--- src/rtl/assert_macros.svh ---
// ----------------------------------------------------------------------------
// assert_macros.svh
// Assertion shorthands shared by the parser RTL. They vanish in synthesis.
// ----------------------------------------------------------------------------
`ifndef ASSERT_MACROS_SVH
`define ASSERT_MACROS_SVH

`ifndef SYNTHESIS

// Check an expression on every clock edge outside reset.
`define NPPR_ASSERT_ALWAYS(lbl, clk, rst, expr) \
   lbl: assert property (@(posedge clk) disable iff (rst) (expr)) \
      else $error("assertion failed");

// Check that an antecedent implies a consequent in the next cycle.
`define NPPR_ASSERT_NEXT(lbl, clk, rst, ante, cons) \
   lbl: assert property (@(posedge clk) disable iff (rst) (ante) |=> (cons)) \
      else $error("assertion failed");

`else

`define NPPR_ASSERT_ALWAYS(lbl, clk, rst, expr)
`define NPPR_ASSERT_NEXT(lbl, clk, rst, ante, cons)

`endif

`endif

--- src/rtl/nppr_pkg.sv ---
// ----------------------------------------------------------------------------
// nppr_pkg
// Types and constants shared by the numeric parameter parser.
// ----------------------------------------------------------------------------
package nppr_pkg;

   localparam int CHAR_W  = 8;
   localparam int VALUE_W = 32;
   localparam int DIGIT_W = 4;

   // Character codes the classifier looks for
   localparam logic [CHAR_W-1:0] CH_END   = 8'h00;
   localparam logic [CHAR_W-1:0] CH_SPACE = 8'h20;
   localparam logic [CHAR_W-1:0] CH_TAB   = 8'h09;
   localparam logic [CHAR_W-1:0] CH_CR    = 8'h0d;
   localparam logic [CHAR_W-1:0] CH_QUOTE = 8'h22;
   localparam logic [CHAR_W-1:0] CH_MINUS = 8'h2d;
   localparam logic [CHAR_W-1:0] CH_ZERO  = 8'h30;
   localparam logic [CHAR_W-1:0] CH_NINE  = 8'h39;
   localparam logic [CHAR_W-1:0] CH_UC_A  = 8'h41;
   localparam logic [CHAR_W-1:0] CH_UC_F  = 8'h46;
   localparam logic [CHAR_W-1:0] CH_LC_A  = 8'h61;
   localparam logic [CHAR_W-1:0] CH_LC_F  = 8'h66;
   localparam logic [CHAR_W-1:0] CH_UC_X  = 8'h58;
   localparam logic [CHAR_W-1:0] CH_LC_X  = 8'h78;

   // Letter digit: low nibble of 'A'/'a' is 1, so add 9 to reach 10
   localparam logic [DIGIT_W-1:0] LETTER_OFFSET = 4'd9;

   // Character classes produced by the front end
   typedef enum logic [2:0] {
      CLS_END,
      CLS_BLANK,
      CLS_QUOTE,
      CLS_MINUS,
      CLS_DEC,
      CLS_HEXL,
      CLS_X,
      CLS_OTHER
   } cls_type;

   // Classified character as it travels through the queue
   typedef struct packed {
      cls_type            cls;
      logic [DIGIT_W-1:0] digit;
   } tok_type;

   // Queue head as seen by the back end
   typedef struct packed {
      logic    valid;
      tok_type tok;
   } head_type;

   // Result classification
   typedef enum logic [1:0] {
      KIND_DEC = 2'd0,
      KIND_HEX = 2'd1,
      KIND_STR = 2'd2,
      KIND_BAD = 2'd3
   } kind_type;

   // Parse phase, one-hot
   typedef enum logic [3:0] {
      PH_SKIP  = 4'b0001,
      PH_DEC   = 4'b0010,
      PH_HEX   = 4'b0100,
      PH_QUOTE = 4'b1000
   } phase_type;

endpackage

--- src/rtl/nppr_if.sv ---
// ----------------------------------------------------------------------------
// nppr_if
// Valid/ready channels of the parser: characters in, results out.
// ----------------------------------------------------------------------------
interface nppr_req_if;
   logic       valid;
   logic       ready;
   logic [7:0] ch;

   modport source (output valid, output ch, input ready);
   modport sink   (input valid, input ch, output ready);
endinterface

interface nppr_rsp_if;
   logic              valid;
   logic              ready;
   logic [1:0]        kind;
   logic signed [31:0] value;

   modport source (output valid, output kind, output value, input ready);
   modport sink   (input valid, input kind, input value, output ready);
endinterface

--- src/rtl/nppr_front.sv ---
// ----------------------------------------------------------------------------
// nppr_front
// Accepts characters and classifies them into tokens for the queue.
// ----------------------------------------------------------------------------
module nppr_front
   import nppr_pkg::*;
(
   nppr_req_if.sink req_bus,
   input  logic     full,
   output logic     push,
   output tok_type  push_tok
);

   logic [CHAR_W-1:0] ch;

   assign ch = req_bus.ch;

   // Take a character whenever the queue has room
   assign req_bus.ready = !full;
   assign push          = req_bus.valid && !full;

   // Classify the character and extract its digit value
   always_comb begin
      push_tok.digit = ch[DIGIT_W-1:0];
      if (ch == CH_END) begin
         push_tok.cls = CLS_END;
      end else if (ch == CH_SPACE || (ch >= CH_TAB && ch <= CH_CR)) begin
         push_tok.cls = CLS_BLANK;
      end else if (ch == CH_QUOTE) begin
         push_tok.cls = CLS_QUOTE;
      end else if (ch == CH_MINUS) begin
         push_tok.cls = CLS_MINUS;
      end else if (ch >= CH_ZERO && ch <= CH_NINE) begin
         push_tok.cls = CLS_DEC;
      end else if ((ch >= CH_UC_A && ch <= CH_UC_F) || (ch >= CH_LC_A && ch <= CH_LC_F)) begin
         push_tok.cls   = CLS_HEXL;
         push_tok.digit = ch[DIGIT_W-1:0] + LETTER_OFFSET;
      end else if (ch == CH_UC_X || ch == CH_LC_X) begin
         push_tok.cls = CLS_X;
      end else begin
         push_tok.cls = CLS_OTHER;
      end
   end

endmodule

--- src/rtl/nppr_queue.sv ---
// ----------------------------------------------------------------------------
// nppr_queue
// Small token FIFO between the classifier and the parse engine.
// ----------------------------------------------------------------------------
`include "assert_macros.svh"

module nppr_queue
   import nppr_pkg::*;
#(
   parameter int DEPTH = 4
)
(
   input  logic     clock,
   input  logic     reset,
   input  logic     push,
   input  tok_type  push_tok,
   output logic     full,
   input  logic     pop,
   output head_type head
);

   localparam int PTR_W = (DEPTH > 1) ? $clog2(DEPTH) : 1;
   localparam int CNT_W = $clog2(DEPTH + 1);
   localparam logic [PTR_W-1:0] LAST_PTR = PTR_W'(DEPTH - 1);
   localparam logic [CNT_W-1:0] FULL_CNT = CNT_W'(DEPTH);

   tok_type          slot_ff [DEPTH];
   logic [PTR_W-1:0] wr_ptr_ff, wr_ptr_in;
   logic [PTR_W-1:0] rd_ptr_ff, rd_ptr_in;
   logic [CNT_W-1:0] count_ff, count_in;
   logic             do_pop;

   assign full       = (count_ff == FULL_CNT);
   assign head.valid = (count_ff != '0);
   assign head.tok   = slot_ff[rd_ptr_ff];
   assign do_pop     = pop && head.valid;

   // Advance pointers and occupancy
   always_comb begin
      wr_ptr_in = wr_ptr_ff;
      rd_ptr_in = rd_ptr_ff;
      count_in  = count_ff;
      if (push) begin
         wr_ptr_in = (wr_ptr_ff == LAST_PTR) ? '0 : wr_ptr_ff + 1'b1;
      end
      if (do_pop) begin
         rd_ptr_in = (rd_ptr_ff == LAST_PTR) ? '0 : rd_ptr_ff + 1'b1;
      end
      if (push && !do_pop) begin
         count_in = count_ff + 1'b1;
      end else if (do_pop && !push) begin
         count_in = count_ff - 1'b1;
      end
   end

   always_ff @(posedge clock) begin
      if (reset) begin
         wr_ptr_ff <= '0;
         rd_ptr_ff <= '0;
         count_ff  <= '0;
      end else begin
         wr_ptr_ff <= wr_ptr_in;
         rd_ptr_ff <= rd_ptr_in;
         count_ff  <= count_in;
      end
   end

   // Store the pushed token
   always_ff @(posedge clock) begin
      if (push) begin
         slot_ff[wr_ptr_ff] <= push_tok;
      end
   end

   `NPPR_ASSERT_ALWAYS(a_count_bound, clock, reset, count_ff <= FULL_CNT)
   `NPPR_ASSERT_ALWAYS(a_empty_ptrs, clock, reset, (count_ff != '0) || (rd_ptr_ff == wr_ptr_ff))

endmodule

--- src/rtl/nppr_back.sv ---
// ----------------------------------------------------------------------------
// nppr_back
// Parse engine: runs one token a cycle, bar a terminator behind a stalled result; holds the result register.
// ----------------------------------------------------------------------------
`include "assert_macros.svh"

module nppr_back
   import nppr_pkg::*;
(
   input  logic      clock,
   input  logic      reset,
   input  head_type  head,
   output logic      pop,
   nppr_rsp_if.source rsp_bus
);

   phase_type           phase_ff, phase_in;
   logic [1:0]          position_ff, position_in;
   logic [VALUE_W-1:0]  acc_ff, acc_in;
   logic                negative_ff, negative_in;
   logic                bad_ff, bad_in;
   logic                prev_quote_ff, prev_quote_in;
   logic                prev_zero_ff, prev_zero_in;
   logic                rsp_valid_ff, rsp_valid_in;
   kind_type            kind_ff, kind_in;
   logic [VALUE_W-1:0]  value_ff, value_in;

   tok_type             tok;
   logic                is_end;
   logic                out_free;
   logic                taken;
   logic [VALUE_W-1:0]  acc_dec;
   logic [VALUE_W-1:0]  acc_hex;
   kind_type            res_kind;
   logic [VALUE_W-1:0]  res_value;

   assign tok      = head.tok;
   assign is_end   = (tok.cls == CLS_END);
   assign out_free = !rsp_valid_ff || rsp_bus.ready;
   assign pop      = head.valid && (!is_end || out_free);

   // Accumulate steps: times ten plus digit, times sixteen plus digit
   assign acc_dec = {acc_ff[VALUE_W-4:0], 3'b000} + {acc_ff[VALUE_W-2:0], 1'b0}
                  + {{(VALUE_W-DIGIT_W){1'b0}}, tok.digit};
   assign acc_hex = {acc_ff[VALUE_W-DIGIT_W-1:0], tok.digit};

   // Form the result from the state at end of string
   always_comb begin
      res_kind  = KIND_BAD;
      res_value = '0;
      if (!bad_ff) begin
         unique case (phase_ff)
            PH_DEC: begin
               res_kind  = KIND_DEC;
               res_value = negative_ff ? (VALUE_W'(0) - acc_ff) : acc_ff;
            end
            PH_HEX: begin
               res_kind  = KIND_HEX;
               res_value = acc_ff;
            end
            PH_QUOTE: begin
               res_kind = prev_quote_ff ? KIND_STR : KIND_BAD;
            end
            default: begin
               res_kind = KIND_BAD;
            end
         endcase
      end
   end

   // Advance the parse state on each popped token
   always_comb begin
      phase_in      = phase_ff;
      position_in   = position_ff;
      acc_in        = acc_ff;
      negative_in   = negative_ff;
      bad_in        = bad_ff;
      prev_quote_in = prev_quote_ff;
      prev_zero_in  = prev_zero_ff;
      taken         = 1'b0;
      if (pop) begin
         if (is_end) begin
            phase_in      = PH_SKIP;
            position_in   = '0;
            acc_in        = '0;
            negative_in   = 1'b0;
            bad_in        = 1'b0;
            prev_quote_in = 1'b0;
            prev_zero_in  = 1'b0;
         end else if (!bad_ff) begin
            taken = 1'b1;
            unique case (phase_ff)
               PH_SKIP: begin
                  case (tok.cls)
                     CLS_BLANK: taken = 1'b0;
                     CLS_QUOTE: phase_in = PH_QUOTE;
                     CLS_MINUS: begin
                        phase_in    = PH_DEC;
                        negative_in = 1'b1;
                     end
                     CLS_DEC: begin
                        phase_in = PH_DEC;
                        acc_in   = {{(VALUE_W-DIGIT_W){1'b0}}, tok.digit};
                     end
                     default: bad_in = 1'b1;
                  endcase
               end
               PH_DEC: begin
                  if (position_ff == 2'd1 && prev_zero_ff && tok.cls == CLS_X) begin
                     phase_in = PH_HEX;
                     acc_in   = '0;
                  end else if (tok.cls == CLS_DEC) begin
                     acc_in = acc_dec;
                  end else begin
                     bad_in = 1'b1;
                  end
               end
               PH_HEX: begin
                  case (tok.cls) inside
                     CLS_DEC, CLS_HEXL: acc_in = acc_hex;
                     default:           bad_in = 1'b1;
                  endcase
               end
               PH_QUOTE: begin
                  // only the last character counts
               end
               default: begin
                  bad_in = 1'b1;
               end
            endcase
            if (taken) begin
               prev_quote_in = (tok.cls == CLS_QUOTE);
               prev_zero_in  = (tok.cls == CLS_DEC) && (tok.digit == '0);
               if (position_ff != 2'd3) begin
                  position_in = position_ff + 2'd1;
               end
            end
         end
      end
   end

   // Load the result register at end of string, drop it once taken
   always_comb begin
      rsp_valid_in = rsp_valid_ff && !rsp_bus.ready;
      kind_in      = kind_ff;
      value_in     = value_ff;
      if (pop && is_end) begin
         rsp_valid_in = 1'b1;
         kind_in      = res_kind;
         value_in     = res_value;
      end
   end

   always_ff @(posedge clock) begin
      if (reset) begin
         phase_ff      <= PH_SKIP;
         position_ff   <= '0;
         acc_ff        <= '0;
         negative_ff   <= 1'b0;
         bad_ff        <= 1'b0;
         prev_quote_ff <= 1'b0;
         prev_zero_ff  <= 1'b0;
         rsp_valid_ff  <= 1'b0;
      end else begin
         phase_ff      <= phase_in;
         position_ff   <= position_in;
         acc_ff        <= acc_in;
         negative_ff   <= negative_in;
         bad_ff        <= bad_in;
         prev_quote_ff <= prev_quote_in;
         prev_zero_ff  <= prev_zero_in;
         rsp_valid_ff  <= rsp_valid_in;
      end
   end

   always_ff @(posedge clock) begin
      kind_ff  <= kind_in;
      value_ff <= value_in;
   end

   assign rsp_bus.valid = rsp_valid_ff;
   assign rsp_bus.kind  = kind_ff;
   assign rsp_bus.value = value_ff;

   `NPPR_ASSERT_ALWAYS(a_phase_onehot, clock, reset, $onehot(phase_ff))
   `NPPR_ASSERT_ALWAYS(a_end_needs_room, clock, reset, !(pop && is_end) || out_free)
   `NPPR_ASSERT_NEXT(a_end_clears, clock, reset, pop && is_end, (phase_ff == PH_SKIP) && !bad_ff && (acc_ff == '0) && rsp_valid_ff)

endmodule

--- src/rtl/numeric_parameter_parser.sv ---
// ----------------------------------------------------------------------------
// numeric_parameter_parser
// Parses a zero-terminated parameter string into a decimal, hex, quoted
// string or bad classification with a signed 32-bit value.
//
//   channel   dir  payload            transfer
//   req_bus   in   ch[7:0]            one character, 0 ends the string
//   rsp_bus   out  kind[1:0], value   one result per terminated string
//
// One character per cycle while the queue has room; a terminating
// character is written into the queue on its transfer edge and is then
// parsed into the result register of the parse engine.
// The parse engine's state update sets the rate.
// The token queue holds QUEUE_DEPTH characters; a stalled result holds the
// next terminator at the queue head, characters ahead of it keep draining.
// Synchronous reset returns the parser to the leading-whitespace phase.
// ----------------------------------------------------------------------------
module numeric_parameter_parser
   import nppr_pkg::*;
#(
   parameter int QUEUE_DEPTH = 4
)
(
   input  logic        clock,
   input  logic        reset,
   nppr_req_if.sink    req_bus,
   nppr_rsp_if.source  rsp_bus
);

   logic     push;
   tok_type  push_tok;
   logic     full;
   logic     pop;
   head_type head;

   // Classify incoming characters
   nppr_front u_front (
      .req_bus  (req_bus),
      .full     (full),
      .push     (push),
      .push_tok (push_tok)
   );

   // Buffer tokens between front and back
   nppr_queue #(
      .DEPTH (QUEUE_DEPTH)
   ) u_queue (
      .clock    (clock),
      .reset    (reset),
      .push     (push),
      .push_tok (push_tok),
      .full     (full),
      .pop      (pop),
      .head     (head)
   );

   // Parse tokens and deliver results
   nppr_back u_back (
      .clock   (clock),
      .reset   (reset),
      .head    (head),
      .pop     (pop),
      .rsp_bus (rsp_bus)
   );

endmodule
--- src/flat_wrapper.sv ---
// flat-port wrapper written by rule: the top's interface ports become plain ports
module numeric_parameter_parser_flat import nppr_pkg::*;
#(
   parameter int QUEUE_DEPTH = 4
)
  (clock, reset, req_bus_valid, req_bus_ch, req_bus_ready, rsp_bus_valid, rsp_bus_kind, rsp_bus_value, rsp_bus_ready);
  nppr_req_if req_bus_i ();
  nppr_rsp_if rsp_bus_i ();
  input  logic clock;
  input  logic reset;
  input wire logic [$bits(req_bus_i.valid)-1:0] req_bus_valid;
  input wire logic [$bits(req_bus_i.ch)-1:0] req_bus_ch;
  output wire logic [$bits(req_bus_i.ready)-1:0] req_bus_ready;
  output wire logic [$bits(rsp_bus_i.valid)-1:0] rsp_bus_valid;
  output wire logic [$bits(rsp_bus_i.kind)-1:0] rsp_bus_kind;
  output wire logic [$bits(rsp_bus_i.value)-1:0] rsp_bus_value;
  input wire logic [$bits(rsp_bus_i.ready)-1:0] rsp_bus_ready;
  assign req_bus_i.valid = req_bus_valid;
  assign req_bus_i.ch = req_bus_ch;
  assign req_bus_ready = req_bus_i.ready;
  assign rsp_bus_valid = rsp_bus_i.valid;
  assign rsp_bus_kind = rsp_bus_i.kind;
  assign rsp_bus_value = rsp_bus_i.value;
  assign rsp_bus_i.ready = rsp_bus_ready;
  numeric_parameter_parser #(.QUEUE_DEPTH(QUEUE_DEPTH)) u_core (.clock(clock), .reset(reset), .req_bus(req_bus_i), .rsp_bus(rsp_bus_i));
endmodule
--- config.mk ---
export PLATFORM = sky130hd
export DESIGN_NAME = numeric_parameter_parser_flat
export DESIGN_NICKNAME = d
export VERILOG_FILES = /design/src/rtl/nppr_pkg.sv /design/src/rtl/nppr_if.sv /design/src/rtl/nppr_front.sv /design/src/rtl/nppr_queue.sv /design/src/rtl/nppr_back.sv /design/src/rtl/numeric_parameter_parser.sv /design/src/flat_wrapper.sv
export VERILOG_INCLUDE_DIRS = /design/src /design/src/rtl
export SDC_FILE = /design/constraint.sdc
export NUM_CORES = 1
export LEC_CHECK = 0
export ABC_AREA = 1
export BUFFER_PORTS_ARGS = -buffer_cell sky130_fd_sc_hd__buf_2
export CORE_UTILIZATION = 60
export DETAILED_ROUTE_END_ITERATION = 10
export PLACE_DENSITY = 0.78
export RECOVER_POWER = 50
export SLEW_MARGIN = 40
export SYNTH_ARGS = -nofsm -noshare
export SYNTH_HDL_FRONTEND = slang
export SYNTH_SLANG_ARGS = --single-unit
--- constraint.sdc ---
create_clock -name clock -period 4 [get_ports clock]
set_input_delay 0.8 -clock clock [delete_from_list [all_inputs] [get_ports clock]]
set_output_delay 0.8 -clock clock [all_outputs]
set_load 0.005 [all_outputs]
Word-level counts from Yosys, hierarchy flattened
Memory sizes are Yosys's and may differ from the RTL's. A register that Yosys moved wholly into a read port is not among the register bits.
Cells that the tools add are included.
Widths: inputs -> output; s select.
{"block": "word_totals", "ramBits": 28, "out_inout_bits": 36, "elab_cells": 165, "n_memories": 1, "in_bits": 12, "regBits": 84}
{"block": "op_classes", "order_cmp": 8, "reduce_logical": 44, "eq_ne": 26, "n_mux": 64, "n_addsub": 9}
{"name": "u_core.u_queue.slot_ff", "words": 4, "word_bits": 7, "read_ports": 1, "rd_ports_with_merged_regs": 1, "wr": 1, "line": "nppr_queue.sv:27", "text": "tok_type slot_ff [DEPTH];"}
{"cell": "$mux 32", "count": 7}
{"cell": "$pmux 32 s3", "count": 1}
{"cell": "$pmux 32 s2", "count": 1}
{"cell": "$mux 4", "count": 9}
{"cell": "$add 32x32->32", "count": 1}
{"cell": "$add 32x4->32", "count": 1}
{"cell": "$sub 1x32->32 const A", "count": 1}
{"cell": "$mux 1", "count": 26}
{"cell": "$eq 8x6->1 const B", "count": 3}
{"cell": "$mux 3", "count": 8}
{"cell": "$eq 8x7->1 const B", "count": 2}
{"cell": "$ge 8x7->1 const B", "count": 2}
{"cell": "$le 8x7->1 const B", "count": 2}
{"cell": "$mux 2", "count": 8}
{"cell": "$pmux 4 s2", "count": 2}
{"cell": "$logic_and 1x1->1", "count": 14}
{"cell": "$eq 3x3->1 const B", "count": 4}
{"cell": "$reduce_bool 2->1", "count": 5}
{"cell": "$ne 3x3->1 const B", "count": 3}
{"cell": "$ge 8x4->1 const B", "count": 1}
{"cell": "$ge 8x6->1 const B", "count": 1}
{"cell": "$le 8x4->1 const B", "count": 1}
{"cell": "$le 8x6->1 const B", "count": 1}
{"cell": "$logic_not 8->1", "count": 1}
{"cell": "29 further kinds", "count": 46}

Depth between registers and ports, before layout
Gate-level depths: netlist of run 1.
{"block": "logic_depth", "word_depth": 9, "depth_mapped": 23, "mapped_depth_nobuf": 21}

By module
Synthesis of run 1 repeated with hierarchy kept, for this count alone.
{"block": "unflattened", "hier_cells": 1307, "area_unflattened_um2": 8818.5}
{"mod": "nppr_back", "seq_area_each_um2": 1881.8, "cells_per_inst": 1109, "area_per_inst_um2": 6915.4, "instances": 1}
{"mod": "nppr_queue", "seq_area_each_um2": 1021.0, "cells_per_inst": 131, "area_per_inst_um2": 1526.5, "instances": 1}
{"mod": "nppr_front", "seq_area_each_um2": 0.0, "cells_per_inst": 67, "area_per_inst_um2": 376.6, "instances": 1}

Least setup slack after synthesis of run 1
No wires, ideal clock.
{"block": "synth_path", "kind": "reg-to-reg", "startpoint": "register (tool-made name)", "endpoint": "register u_core.u_back.negative_ff", "arrival_time_ns": 3.043, "path_stages_with_launch": 15, "required_time_ns": 3.873, "slack_ns": 0.829, "path_cell_list": "dfxtp_1 buf_4 inv_2 buf_6 nand2_1 nand3_1 nand2_2 nand2_2 nor2_4 nand2_2 nand2_1 nor2_1 inv_1 nand2_1 a21oi_1"}
{"element": "end signal: assignment", "line": "nppr_back.sv:168", "text": "negative_ff <= negative_in;"}
{"element": "end: declaration", "line": "nppr_back.sv:20", "text": "logic negative_ff, negative_in;"}

==> flow_metrics.tcl, run 1 <==
set metrics [dict create \
    status "finished with violations" \
    violations "capacitance limit, slew limit" \
    path_cells "inv_2 -> nand2_1 -> nand3_1 -> nand2_1 -> inv_1 -> ha_1 -> ha_1 -> inv_1 -> fa_1 -> inv_1 -> nand3_1 -> nand3_1 -> nand2_1 -> nand2_1 -> nand3_1 -> nand2_1 -> nand2_1 -> nand2_1 -> o21ai_0 -> nand2_1 -> a21oi_1" \
    antenna_found_initial 2 \
    synth_top_cell_area_share_pct 20.95 \
    viasPerCell 5.584 \
    io_pins 48 \
    ctsHtreeMaxLevel 4 \
    setup-violations-final 0 \
    slew_headroom_pct -32.64 \
    holdPathEnd "u_core.u_back.phase_ff[1]$_SDFFE_PP0P_" \
    dpl.hpwl_um 17640 \
    detail_route.iter0.violations 742 \
    wl_um 23580 \
    rows 44 \
    critPathMaxStageDelay_ps 660 \
    cts-buffers-inserted 17 \
    crit_path_frequent_cell "nand2_1" \
    powerDensity_nw_per_um2 467.0 \
    grtUsageTotal_pct 32.24 \
    min_path_cells 2 \
    grt_overflow 0 \
    syn_area_um2 8889 \
    grt_pass1_vias 7886 \
    min_period_over_period_pct 84.55 \
    post_cts_buffers 0 \
    ctsRootBufferMaster "clkbuf_16" \
    ys_warn_count 0 \
    synth_seq_area_share_pct 32.66 \
    start_util_pct 61.39 \
    reg2reg_to "u_core.u_back.acc_ff[18]$_SDFFE_PP0P_" \
    r2r_slack_ps 620 \
    maxCapViolCount 1 \
    crit_arrival_ps 3590 \
    fin_tns_setup_ps 0 \
    hold_viol_final 0 \
    die_h_um 123.7 \
    multi_input_area_um2 5135 \
    cts_tree "built" \
    cp.required_ps 4210 \
    clock-sinks 114 \
    rsz0062_at_grt "false" \
    total_power_uw 4584 \
    via_count 8705 \
    grt_start_max_net_pins 38 \
    timing.fmax_mhz 295.7 \
    avgSynthCellArea_um2 6.749 \
    tightestPinTransition_ps 1990 \
    power.leakage_uw 0.004732 \
    cts_resized 0 \
    crit_fanout 17 \
    drc 0 \
    globalplace.congestion 0.9618 \
    yosys-top-cells-area "edfxtp_1 21%, nand2_1 18%, dfxtp_1 12%" \
    synth_cell_types 46 \
    firstDrtPassIters 6 \
    synth_largest_area_cell "edfxtp_1" \
    fill_cells 1313 \
    hp-start "u_core.u_back.phase_ff[1]$_SDFFE_PP0P_" \
    synth_edf_count 62 \
    crit_slowest_cell "dfxtp_1" \
    slew_viol_final 38 \
    hold_class "reg2reg" \
    cts_buffer_depth 2 \
    async_flop_share_pct 0 \
    nets 1448 \
    numPortBuffers 47 \
    detail-route-antenna-nets 0 \
    coreArea_um2 14480 \
    fp.dieArea_um2 15310 \
    endpoint_kind "flop" \
    synthesis.nets 1404 \
    area_delta_synth_final_pct 10.42 \
    synthCells 1317 \
    synth_top_cells_by_count "436 x nand2_1, 181 x inv_1, 127 x nor2_1, 100 x a21oi_1, 81 x nand3_1" \
    yosysMostFrequentCell "nand2_1" \
    worstSetupPathType "reg2reg" \
    die_w_um 123.7 \
    cts_hold_buf 0 \
    worst_skew_pair.late_latency_ps 420 \
    grt_pass1_wl_um 37650 \
    cts.clk_slew.worst_paths_ps 50 \
    skew_ps 6.736 \
    wl_per_cell_um 15.13 \
    register_area_um2 2903 \
    ys_ff_latch 114 \
    synthFlopType "edfxtp_1" \
    ff2ff_path_depth 21 \
    crit_path_start_kind "flop" \
    drive_above_1_share_pct 5.677 \
    max-vdd-ir-drop_v 0.0005471 \
    post-route-util_pct 67.78 \
    min_period_ps 3382 \
]
==> sequential cells by signal (all words and copies together), names as in the netlist, named ones only <==
signal / count
u_core.u_queue.slot_ff: 28
u_core.u_queue.wr_ptr_ff: 2
u_core.u_back.rsp_bus.value: 32
u_core.u_back.bad_ff: 1
u_core.u_back.negative_ff: 1
u_core.u_back.rsp_bus.kind: 2
u_core.u_back.acc_ff: 32
u_core.u_back.phase_ff: 4
u_core.u_back.prev_zero_ff: 1
u_core.u_back.position_ff: 2
u_core.u_back.prev_quote_ff: 1
u_core.u_queue.count_ff: 3
u_core.u_back.rsp_bus.valid: 1
u_core.u_queue.rd_ptr_ff: 2
==> how the worst max path moves through the flow <==
stage,from,slack (ps),cells past startpoint,end
3_3_place_gp,flop,810,16,u_core.u_back.acc_ff[18]$_SDFFE_PP0P_
6_report,flop,620,21,u_core.u_back.acc_ff[18]$_SDFFE_PP0P_
4_1_cts,flop,640,20,u_core.u_back.acc_ff[18]$_SDFFE_PP0P_
2_1_floorplan,flop,830,14,u_core.u_back.negative_ff$_SDFFE_PP0P_
5_1_grt,flop,250,21,u_core.u_back.acc_ff[18]$_SDFFE_PP0P_
3_5_place_dp,flop,660,20,u_core.u_back.acc_ff[18]$_SDFFE_PP0P_
==> critical path, delay by kind of cell, from the launching register on <==
family,cells,cell delay [ps]
flip-flops,1,660
buffers and inverters,4,440
AO/OA/AOI/OAI,2,120
AND/OR/NAND/NOR,12,1050
adder cells (fa/ha/maj),3,900
==> cells in the final DEF (no fill, tap or decap), types with 14 or more instances in the layout <==
cell type	instances
edfxtp_1	62
buf_2	14
nand4_1	15
nor2_1	126
nand3_1	81
inv_1	181
clkbuf_16	17
o21ai_0	58
ha_1	72
nand2_1	436
dfxtp_1	52
a21oi_1	100
clkbuf_1	35
==> report_power, final <==
| part | switching [uW] | leakage, uW | internal (uW) |
|---|---|---|---|
| logic | 1150 | 0.00348 | 493 |
| registers | 102 | 0.000988 | 1380 |
| clock network | 541 | 0.000265 | 909 |
| total | 1800 | 0.00473 | 2790 |
==> per-layer routing <==
metal	GRT usage [%]	vias to the layer above	wire (um)	part of all wire [%]
met5	0	-	8	0.034
met1	37.20	3908	9371	40
li1	-	4370	-	-
met4	18.60	2	1113	4.7
met2	55.97	330	11530	49
met3	5.678	95	1555	6.6
==> through the flow <==
step	area, um2	cells	hold slack [ps]	worst slack, ps
2_1_floorplan	8889	1317	452.6	829.2
3_3_place_gp	9258	1525	468.8	805.5
3_5_place_dp	9258	1525	470.9	660.8
4_1_cts	9829	1557	477.5	636.0
5_1_grt	9812	1558	510.6	253.3
6_report	9814	1559	475.0	618.0
==> logic make-up after synthesis <==
group	Yosys count	synth area share (%)
adder cells (fa/ha/maj)	75	10.81
AND/OR/NAND/NOR	698	32.83
flip-flops	114	32.66
buffers and inverters	218	9.783
AO/OA/AOI/OAI	193	12.05
XOR/XNOR	19	1.872
==> final cells by class <==
cell class,count,area share [%]
clock buffer,18,4.373
multi-input combinational,985,52.32
clock inverter,14,1.453
inverter,189,7.228
sequential,114,29.58
tap,184,2.346
antenna,1,0.02550
timing repair buffer,54,2.677
Power figures use the tool's default switching activity.
==> run 2, diff against run 1 <==
--- a/config.mk
+++ b/config.mk
@@ -8,7 +8,7 @@
 export LEC_CHECK = 0
 export ABC_AREA = 1
 export BUFFER_PORTS_ARGS = -buffer_cell sky130_fd_sc_hd__buf_2
-export CORE_UTILIZATION = 60
+export CORE_UTILIZATION = 57
 export DETAILED_ROUTE_END_ITERATION = 10
 export PLACE_DENSITY = 0.78
 export RECOVER_POWER = 50
==> constraint.sdc (replaced) <==
create_clock -name clock -period 2.8 [get_ports clock]
set_input_delay 0.56 -clock clock [delete_from_list [all_inputs] [get_ports clock]]
set_output_delay 0.56 -clock clock [all_outputs]
set_load 0.005 [all_outputs]
==> run 2 against run 1 <==
Effect of this change: the run now ends clean; sequential share of layout area fell by 1.5 points; first-iteration DRC count fell by 3.5%; core utilization rose by 0.41 points; global-route usage fell by 0.51 points; die area rose by 5.2%; critical endpoint is now u_core.u_back.acc_ff[22]$_SDFFE_PP0P_; worst setup slack got worse by 590 ps; via count rose by 3.1%; critical path type unchanged; fmax rose by 22%; register-to-register slack got worse by 590 ps; clock skew barely moved.
==> flow_metrics.tcl, run 2 (synthesized netlist as in run 1, its figures left out) <==
set metrics [dict create \
    status "complete, no violations" \
    cp.required_ps 3150 \
    powerDensity_nw_per_um2 662.5 \
    clockPowerShare_pct 29.8 \
    r2r_slack_ps 30 \
    wl_um 24870 \
    via_count 8971 \
    ctsHtreeMaxLevel 4 \
    maxCapViolCount 0 \
    min_period_over_period_pct 98.94 \
    grt_overflow 0 \
    firstDrtPassIters 5 \
    io_pins 48 \
    cts_buffer_depth 2 \
    max-vdd-ir-drop_v 0.0007242 \
    seqPwrFrac_pct 30.9 \
    slew_headroom_pct 4.230 \
    min_path_cells 2 \
    antenna_cells 0 \
    grt_pass1_vias 8349 \
    fill_cells 1346 \
    die_h_um 126.9 \
    rsz0062_at_grt "true" \
    p_sw_share_pct 38.92 \
    globalplace.congestion 0.9318 \
    skew_ps 6.323 \
    fp.dieArea_um2 16100 \
    combPwrFrac_pct 39.3 \
    grtUsageTotal_pct 31.73 \
    slew_viol_final 0 \
    area_delta_synth_final_pct 16.64 \
    endpoint_kind "flop" \
    tightestPinTransition_ps 1437 \
    ctsRootBufferMaster "clkbuf_16" \
    numPortBuffers 47 \
    wl_per_cell_um 15.51 \
    post-route-cell-area_um2 10370 \
    antenna_found_initial 0 \
    cts-buffers-inserted 17 \
    switching_power_uw 2673 \
    min_period_ps 2770 \
    crit_path_start_kind "flop" \
    total_power_uw 6868 \
    worst_skew_pair.late_latency_ps 420 \
    grt_pass1_wl_um 39790 \
    grt_start_max_net_pins 37 \
    setup-violations-final 0 \
    coreArea_um2 15200 \
    ff2ff_path_depth 16 \
    nets 1489 \
    reg2reg_to "u_core.u_back.acc_ff[22]$_SDFFE_PP0P_" \
    start_util_pct 58.47 \
    timing.fmax_mhz 361.0 \
    die_w_um 126.9 \
    rows 45 \
    detail_route.iter0.violations 716 \
    cts.clk_slew.worst_paths_ps 50 \
    hold_viol_final 0 \
    mostFrequentLayoutCell "nand2_1" \
    holdPathEnd "u_core.u_back.phase_ff[1]$_SDFFE_PP0P_" \
    detail-route-antenna-nets 0 \
    layout_common_cells "420 x nand2_1, 178 x inv_1, 125 x nor2_1" \
    hold_class "reg2reg" \
    worstSetupPathType "reg2reg" \
    drc 0 \
    viasPerCell 5.596 \
    cts_tree "built" \
    crit_fanout 5 \
    holdWs_ps 476.8 \
    power.leakage_uw 0.005107 \
    crit_arrival_ps 3120 \
    drive_above_1_share_pct 13.43 \
    dpl.hpwl_um 18530 \
    clock-sinks 114 \
    intPower_uw 4195 \
    hp-start "u_core.u_back.phase_ff[1]$_SDFFE_PP0P_" \
    cts_hold_buf 0 \
    post_dp_cell_area_um2 9573 \
]
## run 2: changes by cell type in the layout (fill, tap and decap cells not counted), sizes merged
cell | before | now
diode | 1 | 0
buf | 20 | 75
clkinv | 8 | 10
clkinvlp | 5 | 2
clkbuf | 52 | 39
## run 2: worst max-delay path, cell delays in order, from the launching register on
cell and delay (ps):
dfxtp_4 360, inv_4 70, nand2_2 50, a32o_2 280, fa_1 490, buf_4 160
fa_2 340, inv_2 80, nand3_2 80, nand3_4 110, buf_4 120, nand3_2 70
nand3_2 80, nor2_1 50, o21ai_1 120, nand2_1 80, a21oi_2 140
## run 2: timing repair
item	CTS	global route
setup buffers	0	3
endpoints found under the hold margin	0	0
gates resized for setup	7	67
pin swaps	1	31
setup endpoints to repair	7	27
## run 2: routing by layer
layer	GRT usage, %	up-vias	share of wire (%)
li1	-	4450	-
met1	35.76	4040	38
met2	56.85	365	50
met3	5.019	116	5.7
met4	18.35	0	5.9
met5	0	-	0
## run 2: worst max-delay path by stage
| stage | start | endpoint | slack, ps | cells past startpoint |
|---|---|---|---|---|
| global placement | flop | u_core.u_back.acc_ff[18]$_SDFFE_PP0P_ | 50 | 20 |
| floorplan | flop | u_core.u_back.acc_ff[18]$_SDFFE_PP0P_ | 0.6 | 17 |
| CTS | flop | u_core.u_back.acc_ff[29]$_SDFFE_PP0P_ | 30 | 17 |
| global route | flop | u_core.u_back.acc_ff[30]$_SDFFE_PP0P_ | -100 | 17 |
| detailed placement | flop | u_core.u_back.acc_ff[18]$_SDFFE_PP0P_ | -10 | 20 |
| finish | flop | u_core.u_back.acc_ff[22]$_SDFFE_PP0P_ | 30 | 16 |
## run 2: layout make-up
cell class                      count  area, um2  share of cell area, %
Multi-Input combinational cell    985       5381                  51.91
Inverter                          189      711.9                  6.867
Sequential cell                   114       2908                  28.05
Timing Repair Buffer               95      579.3                  5.588
Clock buffer                       19      432.9                  4.176
Clock inverter                     13      118.9                  1.147
Tap cell                          188      235.2                  2.269
## run 2: metrics by stage
step	setup TNS, ps	std cells	worst slack (ps)	util (%)
global placement	0	1568	53.40	62.97
floorplan	0	1317	0.5744	-
global route	-1004	1603	-104.2	68.20
CTS	0	1600	30.07	66.73
detailed placement	-11.97	1568	-11.97	62.97
finish	0	1603	29.55	68.20
## run 2: power groups by stage
| stage | sequential [uW] | clock, uW | combinational, uW |
|---|---|---|---|
| global route | 2140 | 2120 | 3000 |
| CTS | 2110 | 2050 | 2530 |
| finish | 2120 | 2050 | 2700 |
| detailed placement | 2140 | 0 | 2490 |
| global placement | 2130 | 0 | 2430 |
| floorplan | 2100 | 0 | 1870 |
